### src/rtl/core/camera_visibility_score_top_assert.svh
// Assertion macros for the camera visibility score block.
`ifndef CAMERA_VISIBILITY_SCORE_TOP_ASSERT_SVH
`define CAMERA_VISIBILITY_SCORE_TOP_ASSERT_SVH

// Check a condition in the same cycle as its trigger.
`define CVS_ASSERT_NOW(label, clk, rst, trig, cond, msg) \
   label: assert property (@(posedge clk) disable iff (rst) (trig) |-> (cond)) \
      else $error(msg);

// Check a condition in the cycle after its trigger.
`define CVS_ASSERT_NEXT(label, clk, rst, trig, cond, msg) \
   label: assert property (@(posedge clk) disable iff (rst) (trig) |=> (cond)) \
      else $error(msg);

`endif

### src/rtl/core/cvs_pkg.sv
// Shared types, constants and the sigmoid node table for the visibility score block.
package cvs_pkg;

   localparam int NormWidth     = 32;
   localparam int DivSteps      = 31;
   localparam int SqrtSteps     = 16;
   localparam int RatioWidth    = 16;
   localparam int SqrtRemWidth  = RatioWidth + 3;
   localparam int SigWidth      = 17;
   localparam int Lanes         = 3;
   localparam int CsrIndexWidth = 2;

   localparam int LaneVert  = 0;
   localparam int LaneAxis  = 1;
   localparam int LaneHoriz = 2;

   localparam logic [CsrIndexWidth-1:0] CfgModelSelect = 2'd0;
   localparam logic [CsrIndexWidth-1:0] CfgCosVert     = 2'd1;
   localparam logic [CsrIndexWidth-1:0] CfgCosHoriz    = 2'd2;

   localparam logic ModelProposed = 1'b0;
   localparam logic ModelConical  = 1'b1;

   localparam logic [15:0] CosVertReset  = 16'd28378;
   localparam logic [15:0] CosHorizReset = 16'd23170;

   localparam logic [5:0] SigGain [Lanes] = '{6'd40, 6'd10, 6'd20};

   typedef logic [NormWidth-1:0]  norm_type;
   typedef logic [RatioWidth-1:0] ratio_type;
   typedef logic [SigWidth-1:0]   sig_type;

   localparam sig_type SigOne = 17'd65536;

   typedef struct packed {
      logic valid;
      logic zero;
      logic x_neg;
   } ctl_type;

   // Logistic nodes at half steps of the argument, 65536 at the end.
   function automatic sig_type sig_node(input logic [4:0] idx);
      sig_type v;
      case (idx)
         5'd0:    v = 17'd32768;
         5'd1:    v = 17'd40793;
         5'd2:    v = 17'd47910;
         5'd3:    v = 17'd53581;
         5'd4:    v = 17'd57724;
         5'd5:    v = 17'd60564;
         5'd6:    v = 17'd62428;
         5'd7:    v = 17'd63615;
         5'd8:    v = 17'd64357;
         5'd9:    v = 17'd64816;
         5'd10:   v = 17'd65097;
         5'd11:   v = 17'd65269;
         5'd12:   v = 17'd65374;
         5'd13:   v = 17'd65438;
         5'd14:   v = 17'd65476;
         5'd15:   v = 17'd65500;
         default: v = 17'd65536;
      endcase
      return v;
   endfunction

endpackage

### src/rtl/core/cvs_score.sv
// Score stages: three interpolated sigmoids, their product, scaling and clamp.
module cvs_score
   import cvs_pkg::*;
#(
   parameter int SCORE_WIDTH = 16
) (
   input  logic                   clock,
   input  logic                   reset,
   input  logic                   advance,
   input  ctl_type                in_ctl,
   input  ratio_type [Lanes-1:0]  in_ratio,
   input  logic                   model_sel,
   input  logic [15:0]            cos_vert,
   input  logic [15:0]            cos_horiz,
   output ctl_type                out_ctl,
   output logic [SCORE_WIDTH-1:0] out_score
);

   localparam int DiffWidth  = RatioWidth + 2;
   localparam int ArgWidth   = 23;
   localparam int AbsWidth   = ArgWidth - 1;
   localparam int FracWidth  = 14;
   localparam int ProdWidth  = 2 * FracWidth;
   localparam int P12Width   = 2 * SigWidth;
   localparam int P123Width  = 3 * SigWidth;
   localparam int ScaleWidth = SigWidth + SCORE_WIDTH;

   ctl_type ctla_ff, ctlb_ff, ctlc_ff, ctld_ff, ctle_ff, ctlf_ff;

   logic signed [ArgWidth-1:0]  arga_in [Lanes];
   logic signed [ArgWidth-1:0]  arga_ff [Lanes];
   logic signed [DiffWidth-1:0] rsig    [Lanes];
   logic signed [DiffWidth-1:0] thr     [Lanes];
   logic signed [DiffWidth-1:0] diff    [Lanes];

   logic [AbsWidth-1:0]  mag      [Lanes];
   logic [3:0]           node_idx [Lanes];
   logic [FracWidth-1:0] frac     [Lanes];
   sig_type              node_lo  [Lanes];
   sig_type              node_hi  [Lanes];
   logic [FracWidth-1:0] delta    [Lanes];
   logic [Lanes-1:0]     negb_in, negb_ff, satb_in, satb_ff;
   sig_type              lob_ff   [Lanes];
   logic [ProdWidth-1:0] prodb_in [Lanes];
   logic [ProdWidth-1:0] prodb_ff [Lanes];

   sig_type sig_val [Lanes];
   sig_type sigc_in [Lanes];
   sig_type sigc_ff [Lanes];

   logic [P12Width-1:0]  p12d_in, p12d_ff;
   sig_type              s3d_ff, sad_ff;
   logic [P123Width-1:0] p123;
   sig_type              qe_in, qe_ff;

   logic [ScaleWidth-1:0]  scaled;
   logic [SCORE_WIDTH-1:0] scoref_in, scoref_ff;

   // Pick each lane's signed ratio and threshold, scale the difference by the gain
   always_comb begin
      rsig[LaneVert]  = $signed({2'b00, (model_sel == ModelConical) ?
                                 in_ratio[LaneAxis] : in_ratio[LaneVert]});
      if (model_sel == ModelConical && in_ctl.x_neg) rsig[LaneVert] = -rsig[LaneVert];
      rsig[LaneAxis]  = $signed({2'b00, in_ratio[LaneAxis]});
      if (in_ctl.x_neg) rsig[LaneAxis] = -rsig[LaneAxis];
      rsig[LaneHoriz] = $signed({2'b00, in_ratio[LaneHoriz]});
      thr[LaneVert]   = $signed({2'b00, cos_vert});
      thr[LaneAxis]   = '0;
      thr[LaneHoriz]  = $signed({2'b00, cos_horiz});
      for (int l = 0; l < Lanes; l++) begin
         diff[l]    = rsig[l] - thr[l];
         arga_in[l] = ArgWidth'(diff[l]) * ArgWidth'($signed({1'b0, SigGain[l]}));
      end
   end

   // Split the magnitude into node index and fraction, form the slope term
   always_comb begin
      for (int l = 0; l < Lanes; l++) begin
         negb_in[l]  = arga_ff[l][ArgWidth-1];
         mag[l]      = AbsWidth'(negb_in[l] ? -arga_ff[l] : arga_ff[l]);
         satb_in[l]  = mag[l][AbsWidth-1:FracWidth+4] != '0;
         node_idx[l] = mag[l][FracWidth+3:FracWidth];
         frac[l]     = mag[l][FracWidth-1:0];
         node_lo[l]  = sig_node({1'b0, node_idx[l]});
         node_hi[l]  = sig_node({1'b0, node_idx[l]} + 5'd1);
         delta[l]    = FracWidth'(node_hi[l] - node_lo[l]);
         prodb_in[l] = ProdWidth'(delta[l]) * ProdWidth'(frac[l]);
      end
   end

   // Interpolate and mirror for negative arguments
   always_comb begin
      for (int l = 0; l < Lanes; l++) begin
         sig_val[l] = satb_ff[l] ? SigOne :
                      lob_ff[l] + SigWidth'(prodb_ff[l][ProdWidth-1:FracWidth]);
         sigc_in[l] = negb_ff[l] ? SigOne - sig_val[l] : sig_val[l];
      end
   end

   // Product of the three sigmoids, conical mode takes the first alone
   always_comb begin
      p12d_in = P12Width'(sigc_ff[LaneVert]) * P12Width'(sigc_ff[LaneAxis]);
      p123    = P123Width'(p12d_ff) * P123Width'(s3d_ff);
      qe_in   = (model_sel == ModelConical) ? sad_ff : p123[2*P12Width-20 -: SigWidth];
   end

   // Rescale to the output width, clamp full score, force zero at the origin
   always_comb begin
      scaled = (ScaleWidth'(qe_ff) << SCORE_WIDTH) >> 16;
      if (scaled[ScaleWidth-1:SCORE_WIDTH] != '0) begin
         scoref_in = '1;
      end else begin
         scoref_in = SCORE_WIDTH'(scaled);
      end
      if (ctle_ff.zero) scoref_in = '0;
   end

   // Advance control bits
   always_ff @(posedge clock) begin
      if (reset) begin
         ctla_ff <= '0;
         ctlb_ff <= '0;
         ctlc_ff <= '0;
         ctld_ff <= '0;
         ctle_ff <= '0;
         ctlf_ff <= '0;
      end else if (advance) begin
         ctla_ff <= in_ctl;
         ctlb_ff <= ctla_ff;
         ctlc_ff <= ctlb_ff;
         ctld_ff <= ctlc_ff;
         ctle_ff <= ctld_ff;
         ctlf_ff <= ctle_ff;
      end
   end

   // Advance payload
   always_ff @(posedge clock) begin
      if (advance) begin
         for (int l = 0; l < Lanes; l++) begin
            arga_ff[l]  <= arga_in[l];
            lob_ff[l]   <= node_lo[l];
            prodb_ff[l] <= prodb_in[l];
            sigc_ff[l]  <= sigc_in[l];
         end
         negb_ff   <= negb_in;
         satb_ff   <= satb_in;
         p12d_ff   <= p12d_in;
         s3d_ff    <= sigc_ff[LaneHoriz];
         sad_ff    <= sigc_ff[LaneVert];
         qe_ff     <= qe_in;
         scoref_ff <= scoref_in;
      end
   end

   assign out_ctl   = ctlf_ff;
   assign out_score = scoref_ff;

endmodule

### config.mk
export PLATFORM = sky130hd
export DESIGN_NAME = cvs_score
export DESIGN_NICKNAME = d
export VERILOG_FILES = /design/src/rtl/core/camera_visibility_score_top_assert.svh /design/src/rtl/core/cvs_pkg.sv /design/src/rtl/core/cvs_score.sv
export SDC_FILE = /design/constraint.sdc
export NUM_CORES = 2
export LEC_CHECK = 0
export ABC_AREA = 1
export ABC_CLOCK_PERIOD_IN_PS = 16400
export BUFFER_PORTS_ARGS = -buffer_cell sky130_fd_sc_hd__buf_4
export CAP_MARGIN = 20
export CORE_MARGIN = 2
export CORE_UTILIZATION = 65
export CTS_CLUSTER_DIAMETER = 60
export DETAILED_ROUTE_END_ITERATION = 10
export GPL_TIMING_DRIVEN = 0
export PLACE_DENSITY = 0.82
export SYNTH_ARGS = -nofsm -noshare
export SYNTH_HDL_FRONTEND = slang
export SYNTH_SLANG_ARGS = --single-unit
export TNS_END_PERCENT = 50
### constraint.sdc
create_clock -name clock -period 16.4 [get_ports clock]
set_input_delay 4.1 -clock clock [delete_from_list [all_inputs] [get_ports clock]]
set_output_delay 4.1 -clock clock [all_outputs]
set_load 0.02 [all_outputs]
* Word level (Yosys, flattened, before mapping)
Memory sizes are Yosys's and may differ from the RTL's. A register that Yosys moved wholly into a read port is not among the register bits. Cells that the tools add are included.
Storage, ports and cells: input port bits 87, ROM bits 1440, bits in registers 108, bits in latches 0, memories kept 10, memory bits (writable) 252
Operators by class: multiply operators 8, bitwise operators 0, shift operators 0, reductions and logical operators 4, divide/modulo/power cells 0, add/subtract/negate cells 19, muxes and demuxes 19, eq/ne operators 0, magnitude comparators 0
Memory list:
- (name not given) | depth 16, width 15, rd ports 1, clocked after memory_dff 0, write ports 0, line cvs_pkg.sv:44 | case (idx)
- (name not given) | depth 16, width 15, rd ports 1, clocked after memory_dff 0, write ports 0, line cvs_pkg.sv:44
- (name not given) | depth 16, width 15, rd ports 1, clocked after memory_dff 0, write ports 0, line cvs_pkg.sv:44
- (name not given) | depth 16, width 15, rd ports 1, clocked after memory_dff 0, write ports 0, line cvs_pkg.sv:44
- (name not given) | depth 16, width 15, rd ports 1, clocked after memory_dff 0, write ports 0, line cvs_pkg.sv:44
- (name not given) | depth 16, width 15, rd ports 1, clocked after memory_dff 0, write ports 0, line cvs_pkg.sv:44
- +4 memories
Operator list (count):
- $mux 17 | 7
- $mul 14x14->28 | 3
- $mux 22 | 3
- $neg 22->22 | 3
- $add 17x14->17 | 3
- $sub 17x17->17 const A | 3
- $mul 34x17->49 | 1
- $mux 14 | 3
- $sub 14x14->14 | 3
- $mux 18 | 2
- $neg 16->18 | 2
- $mul 17x17->34 | 1
- $mux 16 | 2
- $mul 18x4->22 const B | 1
- $mul 17x4->21 const B | 1
- $mul 18x4->20 const B | 1
- $sub 18x17->18 | 1
- $sub 16x16->17 | 1
- $add 4x1->5 const B | 3
- $reduce_bool 4->1 | 3
- $mux 1 | 2
- $logic_and 1x1->1 | 1

* Depth between registers and ports, before layout
An unclocked memory read counts as a cell.
word-level depth 8, depth in mapped cells 53

* Worst setup path before layout
Ideal clock, no wire load.
kind reg2reg, from memory arga_ff[0][45] in the netlist's numbering, to memory prodb_ff[0][83] in the netlist's numbering, data pin, cell stages (with the launch flop) 43, setup slack 7.905 ns, clock period less this slack 8.495 ns, buffers on the path 2, arrival 8.229 ns, data required time 16.135 ns, path through edfxtp_1 inv_2 clkbuf_1 ha_1 nand3_1 nand2_2 nand3_1 nand2_1 nand2_2 ha_1 inv_1 nand3_1 nand2_1 buf_2 nor2_1 nand2_1 o2111ai_1 ha_1 (+7 left out) nand2_1 fa_1 fa_1 inv_1 fa_1 fa_1 fa_1 ha_1 ha_1 nand2_1 nor3_1 a21oi_1 o21bai_1 nand2_1 nand2_1 inv_1 o21ai_0 xor2_1
RTL lines:
- from (decl) | line cvs_score.sv:31 | logic signed [ArgWidth-1:0] arga_ff [Lanes];
- to (decl) | line cvs_score.sv:45 | logic [ProdWidth-1:0] prodb_ff [Lanes];

==> results.md <==
* CTS tree: built
* Async set-reset flop share out of synthesis at 0%
* DR vias at 57,204
* Share of cells above drive strength 1 at 4.640%
* Worst-Margin Slew at roughly 1 ns
* Core ar. at ~100,000 um^2
* WP buf/inv at 8
* Maximum clock insertion buffer count at 3
* Multi-input gate area at 50,510 um^2
* Setup_tns at 0 ns
* Crit path DAT at between 10 and 15 ns
* Fin crit share at roughly 64%
* Avg Cell Area, Syn at roughly 8 um^2
* Worst r2r src: arga_ff[0][45]
* Mapped Nets at 10,452
* Fmax at 95.13 MHz
* Detailed Route Iter0 Violations at 4,972
* Rows at about 120
* Synth unique cells at between 60 and 70
* Vias per inst at ~5.6
* EDFF count, synth at just over 300
* Layout area overhead at 6.004%
* Number of warnings issued by yosys at 0
* RSZ-0062 raised after global routing: no
* DIE WIDTH at 328.5 um
* FF-to-FF setup slack at 5.89 ns
* Critical path's most frequent cell: nand2_1
* Detailed placement HPWL at around 150,000 um
* Post-synthesis sequential area ratio at about 14%
* Worst Clk Skew at between 0.015 and 0.02 ns
* Post-CTS setup repair buffer count at 0
* Flops & latches, synth at ~330
* Clock transition at the registers of the reported paths at around 0.060 ns
* GPL Wtd Cong at approximately 1.0
* Final setup fails at 0
* Clk Latency, worst-skew pair at 0.60 ns
* Cell area after synthesis at 68,450 um^2
* Router iterations before antenna repair at 6
* Die Y at ~330 um
* Wire length per cell at 18.11 um
* Critical R2R Capture: prodb_ff[0][83]
* Reported max-cap violation count at 0
* H-tree depth at 2
* Total clock sinks at about 330
* Largest net degree at the start of global routing at about 130
* Synth Instances at around 8,600
* Worst Hold Class: flop to flop
* Slew Limit Fails at 0
* Total track usage at a little over a third
* Fillers at 8,501
* Outcome: finished clean
* FF-to-FF path depth at between 40 and 50
* DRT antenna net count at 0
* CP Depth at 45
* Setup crit end: prodb_ff[0][83]
* Critical path's slowest cell: xnor2_1
* CTS Buf Count at 43
* Buffers on Ports at around 100
* DIE AREA at about 110,000 um^2
* First-pass GRT wire length at 298,400 um
* Worst EP required at 16.73 ns
* Fin crit period at about 11 ns
* Clock root buffer: clkbuf_16
* Setup CP Type: flop to flop
* Most common flop cell mapped by yosys: edfxtp_1
* Fin. Hold Viols at 0
* Hold depth at 0
* Delay-heaviest family, CP: adder cells
* Delay of the slowest critical-path stage at 0.81 ns
* CP startpoint: arga_ff[0][45]
* Vias in the first global route at 58,580
* Setup crit end kind: flop
* Final wirelength at 183,700 um
* Hold-fix buffers, CTS at 0
* Resized cells post-CTS at 0
* Initial antenna violation count at 0
* Initial Util at around 65%
* Seq. cell area at between 9000 and 10,000 um^2
* Residual DRC count at 0
* Crit-path max FO at 11
* CP Launch Type: flop
* Grt ovf at 0
* Max_slew headroom at between 30% and 40%
* Io pins at roughly 110
* Nets at 10,603
[through the flow]
stage               instance area, um^2  hold slack, ns  setup slack, ns  utilization [%]  cells
floorplan                         68450          0.4003            7.905                -   8565
global placement                  70970          0.4010            6.378            67.70  10059
detailed placement                71030          0.4054            6.243            67.76  10061
CTS                               72550          0.4188            6.193            69.21  10140
global route                      72560          0.4239            5.162            69.22  10141
finish                            72560          0.4177            5.888            69.23  10143
[logic make-up after synthesis]
| kind of cell | share of synthesized area [%] |
|---|---|
| AND/OR/NAND/NOR | 19.12 |
| buffers and inverters | 12.17 |
| adder cells (fa/ha/maj) | 44.61 |
| AO/OA/AOI/OAI | 6.525 |
| flip-flops | 14.04 |
| XOR/XNOR | 3.506 |
| multiplexers | 0.02925 |
[synthesized netlist by cell type, types with 26 or more instances]
cell	instances	share of area, %
nand4_1	38	0.35
nor3_1	54	0.39
clkbuf_1	244	1.3
ha_1	732	13
inv_2	26	0.14
nand3_1	230	1.7
xnor2_1	75	0.96
edfxtp_1	308	14
inv_1	1885	10
o21ai_1	26	0.19
nor2_1	668	3.7
a31oi_1	28	0.26
or2_2	28	0.26
a21oi_1	352	2.6
fa_1	1068	31
nand2_1	1988	11
nand2_2	34	0.31
o21ai_0	232	1.7
xor2_1	199	2.5
nor2_2	47	0.43
[worst min-delay path by stage]
stage                    from          to  slack [ns]
6_report       sigc_ff[2][12]  s3d_ff[12]        0.42
2_1_floorplan   sigc_ff[2][0]   s3d_ff[0]        0.40
5_1_grt        sigc_ff[2][12]  s3d_ff[12]        0.42
4_1_cts        sigc_ff[2][12]  s3d_ff[12]        0.42
3_5_place_dp   sigc_ff[2][12]  s3d_ff[12]        0.41
3_3_place_gp   sigc_ff[2][15]  s3d_ff[15]        0.40
[metal layers]
metal,up-vias,part of all wire [%],global-route usage [%]
li1,26354,-,-
met5,-,0,0
met1,27485,38,43.73
met2,2759,46,57.30
met3,606,9.7,7.230
met4,0,6.2,18.32
[area by class of cell]
class,instances,share of cell area [%]
well taps,1391,2.398
flip-flops and latches,326,13.24
plain buffers,275,1.504
clock buffers,50,1.519
inverters,1928,9.980
clock inverters,29,0.5776
multi-input cells,6036,69.61
diodes,2,0.006897
repair buffers,106,1.162
[layout by cell type (no fill, tap or decap), types with 11 or more instances in the layout]
master / n
a21boi_0: 16
a21o_1: 22
a21oi_1: 352
a31oi_1: 28
buf_2: 20
buf_4: 106
clkbuf_1: 251
clkbuf_16: 43
clkinv_1: 18
dfxtp_1: 18
edfxtp_1: 308
fa_1: 1068
ha_1: 732
inv_1: 1885
inv_2: 26
nand2_1: 1988
nand2_2: 34
nand2_4: 16
nand3_1: 230
nand3_2: 11
nand3b_1: 14
nand4_1: 38
nor2_1: 668
nor2_2: 47
nor3_1: 54
nor4_1: 13
o21a_1: 17
o21ai_0: 232
o21ai_1: 26
o21ai_2: 14
o21bai_1: 19
or2_2: 28
xnor2_1: 75
xor2_1: 199
[sequential cells by signal, indices dropped and copies added, names as in the netlist]
signal     count
arga_ff       63
sigc_ff       51
lob_ff        45
prodb_ff      42
p12d_ff       34
qe_ff         17
s3d_ff        17
sad_ff        17
out_score     16
ctla_ff        3
ctlb_ff        3
ctlc_ff        3
ctld_ff        3
ctle_ff        3
negb_ff        3
out_ctl        3
satb_ff        3
Power is left out: the tool's default activity adds up to more than one toggle a clock period on the data nets, which glitch-free logic cannot reach.
