<file path="config.mk">
export PLATFORM = sky130hd
export DESIGN_NAME = cvs_front
export DESIGN_NICKNAME = d
export VERILOG_FILES = /design/src/rtl/core/camera_visibility_score_top_assert.svh /design/src/rtl/core/cvs_pkg.sv /design/src/rtl/core/cvs_front.sv
export SDC_FILE = /design/constraint.sdc
export NUM_CORES = 2
export LEC_CHECK = 0
export ABC_AREA = 1
export BUFFER_PORTS_ARGS = -buffer_cell sky130_fd_sc_hd__buf_2
export CORE_MARGIN = 5
export CORE_UTILIZATION = 40
export DETAILED_ROUTE_END_ITERATION = 10
export GPL_TIMING_DRIVEN = 0
export MAX_ROUTING_LAYER = met4
export PLACE_DENSITY_LB_ADDON = 0.05
export SYNTH_ARGS = -nofsm -noshare
export SYNTH_HDL_FRONTEND = slang
export SYNTH_SLANG_ARGS = --single-unit
</file>
<file path="constraint.sdc">
create_clock -name clock -period 12.2 [get_ports clock]
set_input_delay 0.61 -clock clock [delete_from_list [all_inputs] [get_ports clock]]
set_output_delay 0.61 -clock clock [all_outputs]
set_load 0.02 [all_outputs]
</file>
<file path="src/rtl/core/camera_visibility_score_top_assert.svh">
// Assertion macros for the camera visibility score block.
`ifndef CAMERA_VISIBILITY_SCORE_TOP_ASSERT_SVH
`define CAMERA_VISIBILITY_SCORE_TOP_ASSERT_SVH

// Check a condition in the same cycle as its trigger.
`define CVS_ASSERT_NOW(label, clk, rst, trig, cond, msg) \
   label: assert property (@(posedge clk) disable iff (rst) (trig) |-> (cond)) \
      else $error(msg);

// Check a condition in the cycle after its trigger.
`define CVS_ASSERT_NEXT(label, clk, rst, trig, cond, msg) \
   label: assert property (@(posedge clk) disable iff (rst) (trig) |=> (cond)) \
      else $error(msg);

`endif

</file>
<file path="src/rtl/core/cvs_pkg.sv">
// Shared types, constants and the sigmoid node table for the visibility score block.
package cvs_pkg;

   localparam int NormWidth     = 32;
   localparam int DivSteps      = 31;
   localparam int SqrtSteps     = 16;
   localparam int RatioWidth    = 16;
   localparam int SqrtRemWidth  = RatioWidth + 3;
   localparam int SigWidth      = 17;
   localparam int Lanes         = 3;
   localparam int CsrIndexWidth = 2;

   localparam int LaneVert  = 0;
   localparam int LaneAxis  = 1;
   localparam int LaneHoriz = 2;

   localparam logic [CsrIndexWidth-1:0] CfgModelSelect = 2'd0;
   localparam logic [CsrIndexWidth-1:0] CfgCosVert     = 2'd1;
   localparam logic [CsrIndexWidth-1:0] CfgCosHoriz    = 2'd2;

   localparam logic ModelProposed = 1'b0;
   localparam logic ModelConical  = 1'b1;

   localparam logic [15:0] CosVertReset  = 16'd28378;
   localparam logic [15:0] CosHorizReset = 16'd23170;

   localparam logic [5:0] SigGain [Lanes] = '{6'd40, 6'd10, 6'd20};

   typedef logic [NormWidth-1:0]  norm_type;
   typedef logic [RatioWidth-1:0] ratio_type;
   typedef logic [SigWidth-1:0]   sig_type;

   localparam sig_type SigOne = 17'd65536;

   typedef struct packed {
      logic valid;
      logic zero;
      logic x_neg;
   } ctl_type;

   // Logistic nodes at half steps of the argument, 65536 at the end.
   function automatic sig_type sig_node(input logic [4:0] idx);
      sig_type v;
      case (idx)
         5'd0:    v = 17'd32768;
         5'd1:    v = 17'd40793;
         5'd2:    v = 17'd47910;
         5'd3:    v = 17'd53581;
         5'd4:    v = 17'd57724;
         5'd5:    v = 17'd60564;
         5'd6:    v = 17'd62428;
         5'd7:    v = 17'd63615;
         5'd8:    v = 17'd64357;
         5'd9:    v = 17'd64816;
         5'd10:   v = 17'd65097;
         5'd11:   v = 17'd65269;
         5'd12:   v = 17'd65374;
         5'd13:   v = 17'd65438;
         5'd14:   v = 17'd65476;
         5'd15:   v = 17'd65500;
         default: v = 17'd65536;
      endcase
      return v;
   endfunction

endpackage

</file>
<file path="src/rtl/core/cvs_front.sv">
// Front stages: magnitudes, squares, sums and normalization to 32 bits.
module cvs_front
   import cvs_pkg::*;
#(
   parameter int COORD_WIDTH = 16
) (
   input  logic                          clock,
   input  logic                          reset,
   input  logic                          advance,
   input  logic                          in_valid,
   input  logic signed [COORD_WIDTH-1:0] pos_x,
   input  logic signed [COORD_WIDTH-1:0] pos_y,
   input  logic signed [COORD_WIDTH-1:0] pos_z,
   output ctl_type                       out_ctl,
   output norm_type                      out_den,
   output norm_type [Lanes-1:0]          out_num
);

   localparam int SqWidth  = 2 * COORD_WIDTH;
   localparam int SumWidth = SqWidth + 2;

   typedef logic [SumWidth-1:0] sum_type;

   function automatic logic need_shift(input sum_type den, input int sh);
      return (den >> (NormWidth + sh)) != '0;
   endfunction

   ctl_type ctl1_in, ctl1_ff, ctl2_ff, ctl3_in, ctl3_ff, ctl4_in, ctl4_ff, ctl5_in, ctl5_ff;
   logic [COORD_WIDTH-1:0] ax1_in, ay1_in, az1_in, ax1_ff, ay1_ff, az1_ff;
   logic [SqWidth-1:0] xx2_in, yy2_in, zz2_in, xx2_ff, yy2_ff, zz2_ff;
   sum_type den3_in, den3_ff, den4_in, den4_ff, den5_in, den5_ff;
   sum_type [Lanes-1:0] num3_in, num3_ff, num4_in, num4_ff, num5_in, num5_ff;

   // Take magnitudes and keep the sign of x
   always_comb begin
      ctl1_in.valid = in_valid;
      ctl1_in.zero  = 1'b0;
      ctl1_in.x_neg = pos_x[COORD_WIDTH-1];
      ax1_in = pos_x[COORD_WIDTH-1] ? COORD_WIDTH'(-pos_x) : COORD_WIDTH'(pos_x);
      ay1_in = pos_y[COORD_WIDTH-1] ? COORD_WIDTH'(-pos_y) : COORD_WIDTH'(pos_y);
      az1_in = pos_z[COORD_WIDTH-1] ? COORD_WIDTH'(-pos_z) : COORD_WIDTH'(pos_z);
   end

   // Square each magnitude
   always_comb begin
      xx2_in = SqWidth'(ax1_ff) * SqWidth'(ax1_ff);
      yy2_in = SqWidth'(ay1_ff) * SqWidth'(ay1_ff);
      zz2_in = SqWidth'(az1_ff) * SqWidth'(az1_ff);
   end

   // Form the length squared and the three numerators, flag the origin
   always_comb begin
      ctl3_in = ctl2_ff;
      ctl3_in.zero = (xx2_ff == '0) && (yy2_ff == '0) && (zz2_ff == '0);
      num3_in[LaneAxis]  = SumWidth'(xx2_ff);
      num3_in[LaneVert]  = SumWidth'(xx2_ff) + SumWidth'(yy2_ff);
      num3_in[LaneHoriz] = SumWidth'(xx2_ff) + SumWidth'(zz2_ff);
      den3_in = SumWidth'(xx2_ff) + SumWidth'(yy2_ff) + SumWidth'(zz2_ff);
   end

   // Coarse normalization: shift by 16, 8, 4 while the length squared is too wide
   always_comb begin
      ctl4_in = ctl3_ff;
      den4_in = den3_ff;
      num4_in = num3_ff;
      if (need_shift(den4_in, 16)) begin
         den4_in = den4_in >> 16;
         for (int l = 0; l < Lanes; l++) num4_in[l] = num4_in[l] >> 16;
      end
      if (need_shift(den4_in, 8)) begin
         den4_in = den4_in >> 8;
         for (int l = 0; l < Lanes; l++) num4_in[l] = num4_in[l] >> 8;
      end
      if (need_shift(den4_in, 4)) begin
         den4_in = den4_in >> 4;
         for (int l = 0; l < Lanes; l++) num4_in[l] = num4_in[l] >> 4;
      end
   end

   // Fine normalization: shift by 2, 1, 1
   always_comb begin
      ctl5_in = ctl4_ff;
      den5_in = den4_ff;
      num5_in = num4_ff;
      if (need_shift(den5_in, 2)) begin
         den5_in = den5_in >> 2;
         for (int l = 0; l < Lanes; l++) num5_in[l] = num5_in[l] >> 2;
      end
      if (need_shift(den5_in, 1)) begin
         den5_in = den5_in >> 1;
         for (int l = 0; l < Lanes; l++) num5_in[l] = num5_in[l] >> 1;
      end
      if (need_shift(den5_in, 0)) begin
         den5_in = den5_in >> 1;
         for (int l = 0; l < Lanes; l++) num5_in[l] = num5_in[l] >> 1;
      end
   end

   // Advance control bits
   always_ff @(posedge clock) begin
      if (reset) begin
         ctl1_ff <= '0;
         ctl2_ff <= '0;
         ctl3_ff <= '0;
         ctl4_ff <= '0;
         ctl5_ff <= '0;
      end else if (advance) begin
         ctl1_ff <= ctl1_in;
         ctl2_ff <= ctl1_ff;
         ctl3_ff <= ctl3_in;
         ctl4_ff <= ctl4_in;
         ctl5_ff <= ctl5_in;
      end
   end

   // Advance payload
   always_ff @(posedge clock) begin
      if (advance) begin
         ax1_ff  <= ax1_in;
         ay1_ff  <= ay1_in;
         az1_ff  <= az1_in;
         xx2_ff  <= xx2_in;
         yy2_ff  <= yy2_in;
         zz2_ff  <= zz2_in;
         den3_ff <= den3_in;
         num3_ff <= num3_in;
         den4_ff <= den4_in;
         num4_ff <= num4_in;
         den5_ff <= den5_in;
         num5_ff <= num5_in;
      end
   end

   always_comb begin
      out_ctl = ctl5_ff;
      out_den = NormWidth'(den5_ff);
      for (int l = 0; l < Lanes; l++) out_num[l] = NormWidth'(num5_ff[l]);
   end

endmodule

</file>
# Word-level counts from Yosys, hierarchy flattened
# Cells that the tools add are included.
[word_totals]
reg_bits = 553
romBits = 0
latch_bits = 0
output_inout_bits = 131
elab_cells = 56
n_memories = 0
ramBits = 0
[classes]
shifts = 0
n_mux = 7
add_sub_neg = 6
reduce_logical = 6
n_div = 0
bitwise_logic = 0
n_mul = 3
n_lt_le_gt_ge = 0
n_eq_ne = 0
[op_table]
columns = ["cell", "count"]
rows = [
  ["101-bit two-way mux", 1],
  ["100-bit two-way mux", 1],
  ["32-bit logical NOT", 3],
  ["16-bit by 16-bit multiplier with 32-bit output", 3],
  ["32-bit by 32-bit adder with 33-bit output", 2],
  ["16-bit negator", 3],
  ["15-bit two-way mux", 3],
  ["33-bit by 32-bit adder with 34-bit output", 1],
  ["34-bit nonzero test", 1],
  ["33-bit two-way mux", 1],
  ["32-bit two-way mux", 1],
  ["1-bit logical AND", 2],
]

# Longest topological paths before layout
[depth]
word_depth = 3
mapped_depth = 27
mapped_depth_nobuf = 25

# Worst setup path before layout
# Ideal clock, no wire load.
[synth_timing]
kind = "register to register"
from = "register ay1_ff[12]"
to = "register yy2_ff[18] (data pin)"
setup_ns = 0.262
stages_incl_launch_ff = 20
n_path_buf = 2
path_slack_ns = 6.849
t_arrival_ns = 5.089
cell_sequence = "edfxtp_1 > clkbuf_1 > clkbuf_1 > nand2_1 > fa_1 > inv_1 > fa_1 > fa_1 > fa_1 > fa_1 > inv_1 > fa_1 > inv_1 > ha_1 > nand2_1 > nor2_1 > inv_1 > nor3_1 > a21oi_1 > xor2_1"
[synth_between]
elab_chain_cells = 1
[synth_rtl]
columns = ["element", "line", "source"]
rows = [
  ["start: declaration", "cvs_front.sv:29", "logic [COORD_WIDTH-1:0] ax1_in, ay1_in, az1_in, ax1_ff, ay1_ff, az1_ff;"],
  ["start signal: assignment", "cvs_front.sv:120", "ay1_ff <= ay1_in;"],
  ["16-bit by 16-bit multiplier with 32-bit output", "cvs_front.sv:47", "yy2_in = SqWidth'(ay1_ff) * SqWidth'(ay1_ff);"],
  ["named net yy2_in[18]", "cvs_front.sv:30", "logic [SqWidth-1:0] xx2_in, yy2_in, zz2_in, xx2_ff, yy2_ff, zz2_ff;"],
  ["end signal: assignment", "cvs_front.sv:123", "yy2_ff <= yy2_in;"],
  ["end: declaration", "cvs_front.sv:30", ""],
]
# The timed path passes the listed nets, and every way through them passes these cells.
# A chain may end at the register's enable or synchronous reset.

# Worst setup path in the final report
[layout_timing]
from = "register ay1_ff[2]"
to = "register yy2_ff[30] (data pin)"
# Same word-level chain as after synthesis.

==> run_summary.xml <==
<?xml version="1.0" encoding="UTF-8"?>
<metrics>
  <group name="routing">
    <metric name="postRouteWirelength" unit="um">141000</metric>
    <metric name="number_of_optimization_iterations_in_the_first_detailed_route_pass" unit="">5</metric>
    <metric name="route.antenna.remaining_nets" unit="">0</metric>
    <metric name="drt-vias-per-instance" unit="">4.87</metric>
    <metric name="wl_per_cell" unit="um">18.5</metric>
    <metric name="remaining_drc_errors" unit="">0</metric>
    <metric name="routed-via-count" unit="">37200</metric>
    <metric name="drtIter0Drc" unit="">2329</metric>
  </group>
  <group name="worst_setup_path">
    <metric name="data_arrival_time_of_the_worst_path" unit="ns">7.17</metric>
    <metric name="critical_path.max_stage_delay" unit="ns">0.59</metric>
    <metric name="path_class" unit="">flip-flop to flip-flop</metric>
    <metric name="crit-reg2reg-capture" unit="">yy2_ff[30]</metric>
    <metric name="worst_path_max_delay_cell" unit="">clkbuf_1</metric>
    <metric name="ff2ff_setup_slack" unit="ns">5.40</metric>
    <metric name="timing.critical_path.buf_inv" unit="">6</metric>
    <metric name="path_max_fanout" unit="">10</metric>
    <metric name="timing.rr.start" unit="">ay1_ff[2]</metric>
    <metric name="critPathLaunchType" unit="">flip-flop</metric>
    <metric name="worstRegToRegCells" unit="">21</metric>
    <metric name="timing.critical_path.required" unit="ns">12.57</metric>
    <metric name="largest_delay_contributor_family_on_the_critical_path" unit="">adder cells</metric>
    <metric name="critical_path.cell_chain" unit="">clkbuf_1 -&gt; clkbuf_1 -&gt; nand2_1 -&gt; fa_1 -&gt; fa_1 -&gt; inv_1 -&gt; fa_1 -&gt; fa_1 -&gt; fa_1 -&gt; inv_1 -&gt; fa_1 -&gt; inv_1 -&gt; ha_1 -&gt; nand2_1 -&gt; inv_1 -&gt; a21oi_1 -&gt; nand3_1 -&gt; nand2_1 -&gt; nand2_1 -&gt; nand2_1 -&gt; nand2_1</metric>
    <metric name="critical_path.endpoint_type" unit="">flip-flop</metric>
  </group>
  <group name="placement">
    <metric name="port_buffers" unit="">182</metric>
    <metric name="hpwlAfterDp" unit="um">117000</metric>
    <metric name="gp_routability_congestion" unit="">0.949</metric>
    <metric name="pre_cts_ws" unit="ns">5.32</metric>
    <metric name="placement.cell_area" unit="um^2">52900</metric>
  </group>
  <group name="timing">
    <metric name="clock-skew-final" unit="ns">0.0382</metric>
    <metric name="min_period" unit="ns">6.80</metric>
    <metric name="upper_clock_frequency_limit" unit="GHz">0.147</metric>
    <metric name="setup_viol" unit="">0</metric>
    <metric name="worst_pin_slew" unit="ns">1.00</metric>
    <metric name="worst_slew_margin_rel" unit="%">33.3</metric>
    <metric name="post-route-worst-setup-slack" unit="ns">5.40</metric>
    <metric name="worst_hold_margin" unit="ns">0.150</metric>
    <metric name="min_period_over_period" unit="%">55.7</metric>
    <metric name="timing.final.hold_violations" unit="">0</metric>
    <metric name="timing.final.max_slew_violations" unit="">0</metric>
    <metric name="rsz_0062_raised_after_global_routing" unit="">no</metric>
  </group>
  <group name="clock_network">
    <metric name="postCtsSetupRepairBufs" unit="">0</metric>
    <metric name="htreeDepth" unit="">2</metric>
    <metric name="post_cts.resized_instances" unit="">0</metric>
    <metric name="tritoncts" unit="">done</metric>
    <metric name="cts-buffers-inserted" unit="">60</metric>
    <metric name="root_buffer" unit="">clkbuf_16</metric>
    <metric name="clock_tree.buffer_depth" unit="">3</metric>
    <metric name="tritoncts_num_sinks" unit="">544</metric>
    <metric name="cts-hold-fix-buffers" unit="">0</metric>
    <metric name="clk_pin_slew" unit="ns">0.06</metric>
    <metric name="clkLatencyLatePin" unit="ns">0.68</metric>
  </group>
  <group name="yosys">
    <metric name="ys_seq_elements" unit="">544</metric>
    <metric name="mappedNetlistArea" unit="um^2">49800</metric>
    <metric name="synth_instances" unit="">5700</metric>
    <metric name="syn-num-nets" unit="">6637</metric>
    <metric name="synth_flop_cell" unit="">edfxtp_1</metric>
    <metric name="asyncSetResetFlopFracSynth" unit="%">0</metric>
    <metric name="synth.avg_cell_area" unit="um^2">8.74</metric>
    <metric name="synth-warning-count" unit="">0</metric>
    <metric name="library_cells_used_by_synthesis" unit="">49</metric>
    <metric name="synth-edff-count" unit="">531</metric>
    <metric name="seq_area_frac_synth" unit="%">32.5</metric>
  </group>
  <group name="worst_hold_path">
    <metric name="hold_path_end" unit="">ay1_ff[0]</metric>
    <metric name="worstHoldPathType" unit="">input port to flip-flop</metric>
    <metric name="min-delay-start" unit="">pos_y[0]</metric>
    <metric name="hold_depth" unit="">1</metric>
  </group>
  <group name="global_route">
    <metric name="antenna_found_initial" unit="">3</metric>
    <metric name="via_count_of_the_first_global_routing_pass" unit="">37645</metric>
    <metric name="grt.overflow.total" unit="">0</metric>
    <metric name="largest_net_degree_at_the_start_of_global_routing" unit="">123</metric>
    <metric name="gr-usage-all-layers" unit="%">22.3</metric>
    <metric name="grt_first_pass_wirelength" unit="um">219000</metric>
  </group>
  <group name="floorplan">
    <metric name="floorplan.die.width" unit="um">363</metric>
    <metric name="die_height" unit="um">363</metric>
    <metric name="initial_utilization" unit="%">40.3</metric>
    <metric name="std_cell_rows" unit="">129</metric>
    <metric name="io-pin-count" unit="">183</metric>
    <metric name="placeableCoreArea" unit="um^2">124000</metric>
    <metric name="design.die.area" unit="um^2">132000</metric>
  </group>
  <group name="layout">
    <metric name="final_core_util" unit="%">44.4</metric>
    <metric name="mostFrequentLayoutCells" unit="">nand2_1, inv_1, edfxtp_1, fa_1, ha_1</metric>
    <metric name="proportion_of_layout_cells_with_a_drive_suffix_above_1" unit="%">6.25</metric>
    <metric name="finish.instance_area" unit="um^2">55000</metric>
    <metric name="syn2layout_area_growth" unit="%">10.3</metric>
    <metric name="mostFrequentLayoutCell" unit="">nand2_1</metric>
    <metric name="finish.net_count" unit="">6886</metric>
  </group>
  <group name="run_status">
    <metric name="status" unit="">finished clean</metric>
  </group>
  <group name="flow_run">
    <metric name="maxCapViolations" unit="">0</metric>
  </group>
</metrics>
==> synthesized netlist by cell type (5+ instances only) <==
cell type | number | share of area, %
a21o_1 | 13 | 0.20
a21oi_1 | 188 | 1.9
a22oi_1 | 6 | 0.090
and2_1 | 8 | 0.10
buf_2 | 20 | 0.20
clkbuf_1 | 116 | 0.87
dfxtp_1 | 13 | 0.52
edfxtp_1 | 531 | 32
fa_1 | 488 | 20
ha_1 | 397 | 10
inv_1 | 1349 | 10
inv_2 | 8 | 0.060
nand2_1 | 1466 | 11
nand2_2 | 12 | 0.15
nand3_1 | 214 | 2.1
nand3_2 | 5 | 0.10
nand3b_1 | 9 | 0.14
nand4_1 | 66 | 0.83
nor2_1 | 280 | 2.1
nor2_2 | 19 | 0.24
nor3_1 | 36 | 0.36
nor3_2 | 6 | 0.12
nor4_1 | 9 | 0.11
o21a_1 | 12 | 0.18
o21ai_0 | 78 | 0.78
o21bai_1 | 28 | 0.42
o221ai_1 | 111 | 2.0
or2_2 | 10 | 0.13
xnor2_1 | 31 | 0.54
xor2_1 | 131 | 2.3
==> how the worst max path moves through the flow <==
stage                  to  cells past startpoint       start  slack (ns)
6_report       yy2_ff[30]                     21   ay1_ff[2]        5.40
4_1_cts        yy2_ff[30]                     21   ay1_ff[2]        5.32
3_3_place_gp   ctl3_ff[1]                      7     advance       -0.20
3_5_place_dp   yy2_ff[30]                     21   ay1_ff[2]        5.32
5_1_grt        yy2_ff[30]                     21   ay1_ff[2]        5.08
2_1_floorplan  yy2_ff[18]                     19  ay1_ff[12]        6.85
==> layout make-up <==
| cell class | count | area, um^2 |
|---|---|---|
| Timing Repair Buffer | 187 | 1060 |
| Clock buffer | 76 | 1600 |
| Inverter | 1357 | 5090 |
| Fill cell | 12483 | 68800 |
| Buffer | 140 | 551 |
| Antenna cell | 2 | 5.00 |
| Tap cell | 1637 | 2050 |
| Multi-Input combinational cell | 3659 | 28000 |
| Sequential cell | 544 | 16200 |
| Clock inverter | 33 | 443 |
==> registers in the layout, indices dropped and copies added, names as in the netlist <==
name     flops
num3_ff     97
num4_ff     97
out_num     96
den3_ff     34
den4_ff     34
den5_ff     32
xx2_ff      31
yy2_ff      31
zz2_ff      31
ax1_ff      16
ay1_ff      16
az1_ff      16
ctl3_ff      3
ctl4_ff      3
out_ctl      3
ctl1_ff      2
ctl2_ff      2
==> per-layer routing <==
| metal | GRT usage (%) | vias to the layer above | wire [um] |
|---|---|---|---|
| li1 | - | 18353 | - |
| met1 | 29.8 | 17842 | 64500 |
| met2 | 36.1 | 826 | 65800 |
| met3 | 2.65 | 179 | 7060 |
| met4 | 6.15 | 0 | 4010 |
| met5 | - | - | 0 |
==> metrics by stage <==
| step | TNS (ns) | instances |
|---|---|---|
| floorplan | 0 | 5700 |
| global placement | -0.195 | 7519 |
| detailed placement | 0 | 7524 |
| CTS | 0 | 7633 |
| global route | 0 | 7635 |
| finish | 0 | 7635 |
==> cells by family after synthesis <==
family | count (synthesis) | synth area share, %
adder cells (fa/ha/maj) | 885 | 29.6
flip-flops | 544 | 32.5
AO/OA/AOI/OAI | 459 | 5.93
buffers and inverters | 1497 | 11.3
XOR/XNOR | 162 | 2.85
AND/OR/NAND/NOR | 2153 | 17.8
Power is left out: the tool's default activity adds up to more than one toggle a clock period on the data nets, which glitch-free logic cannot reach.
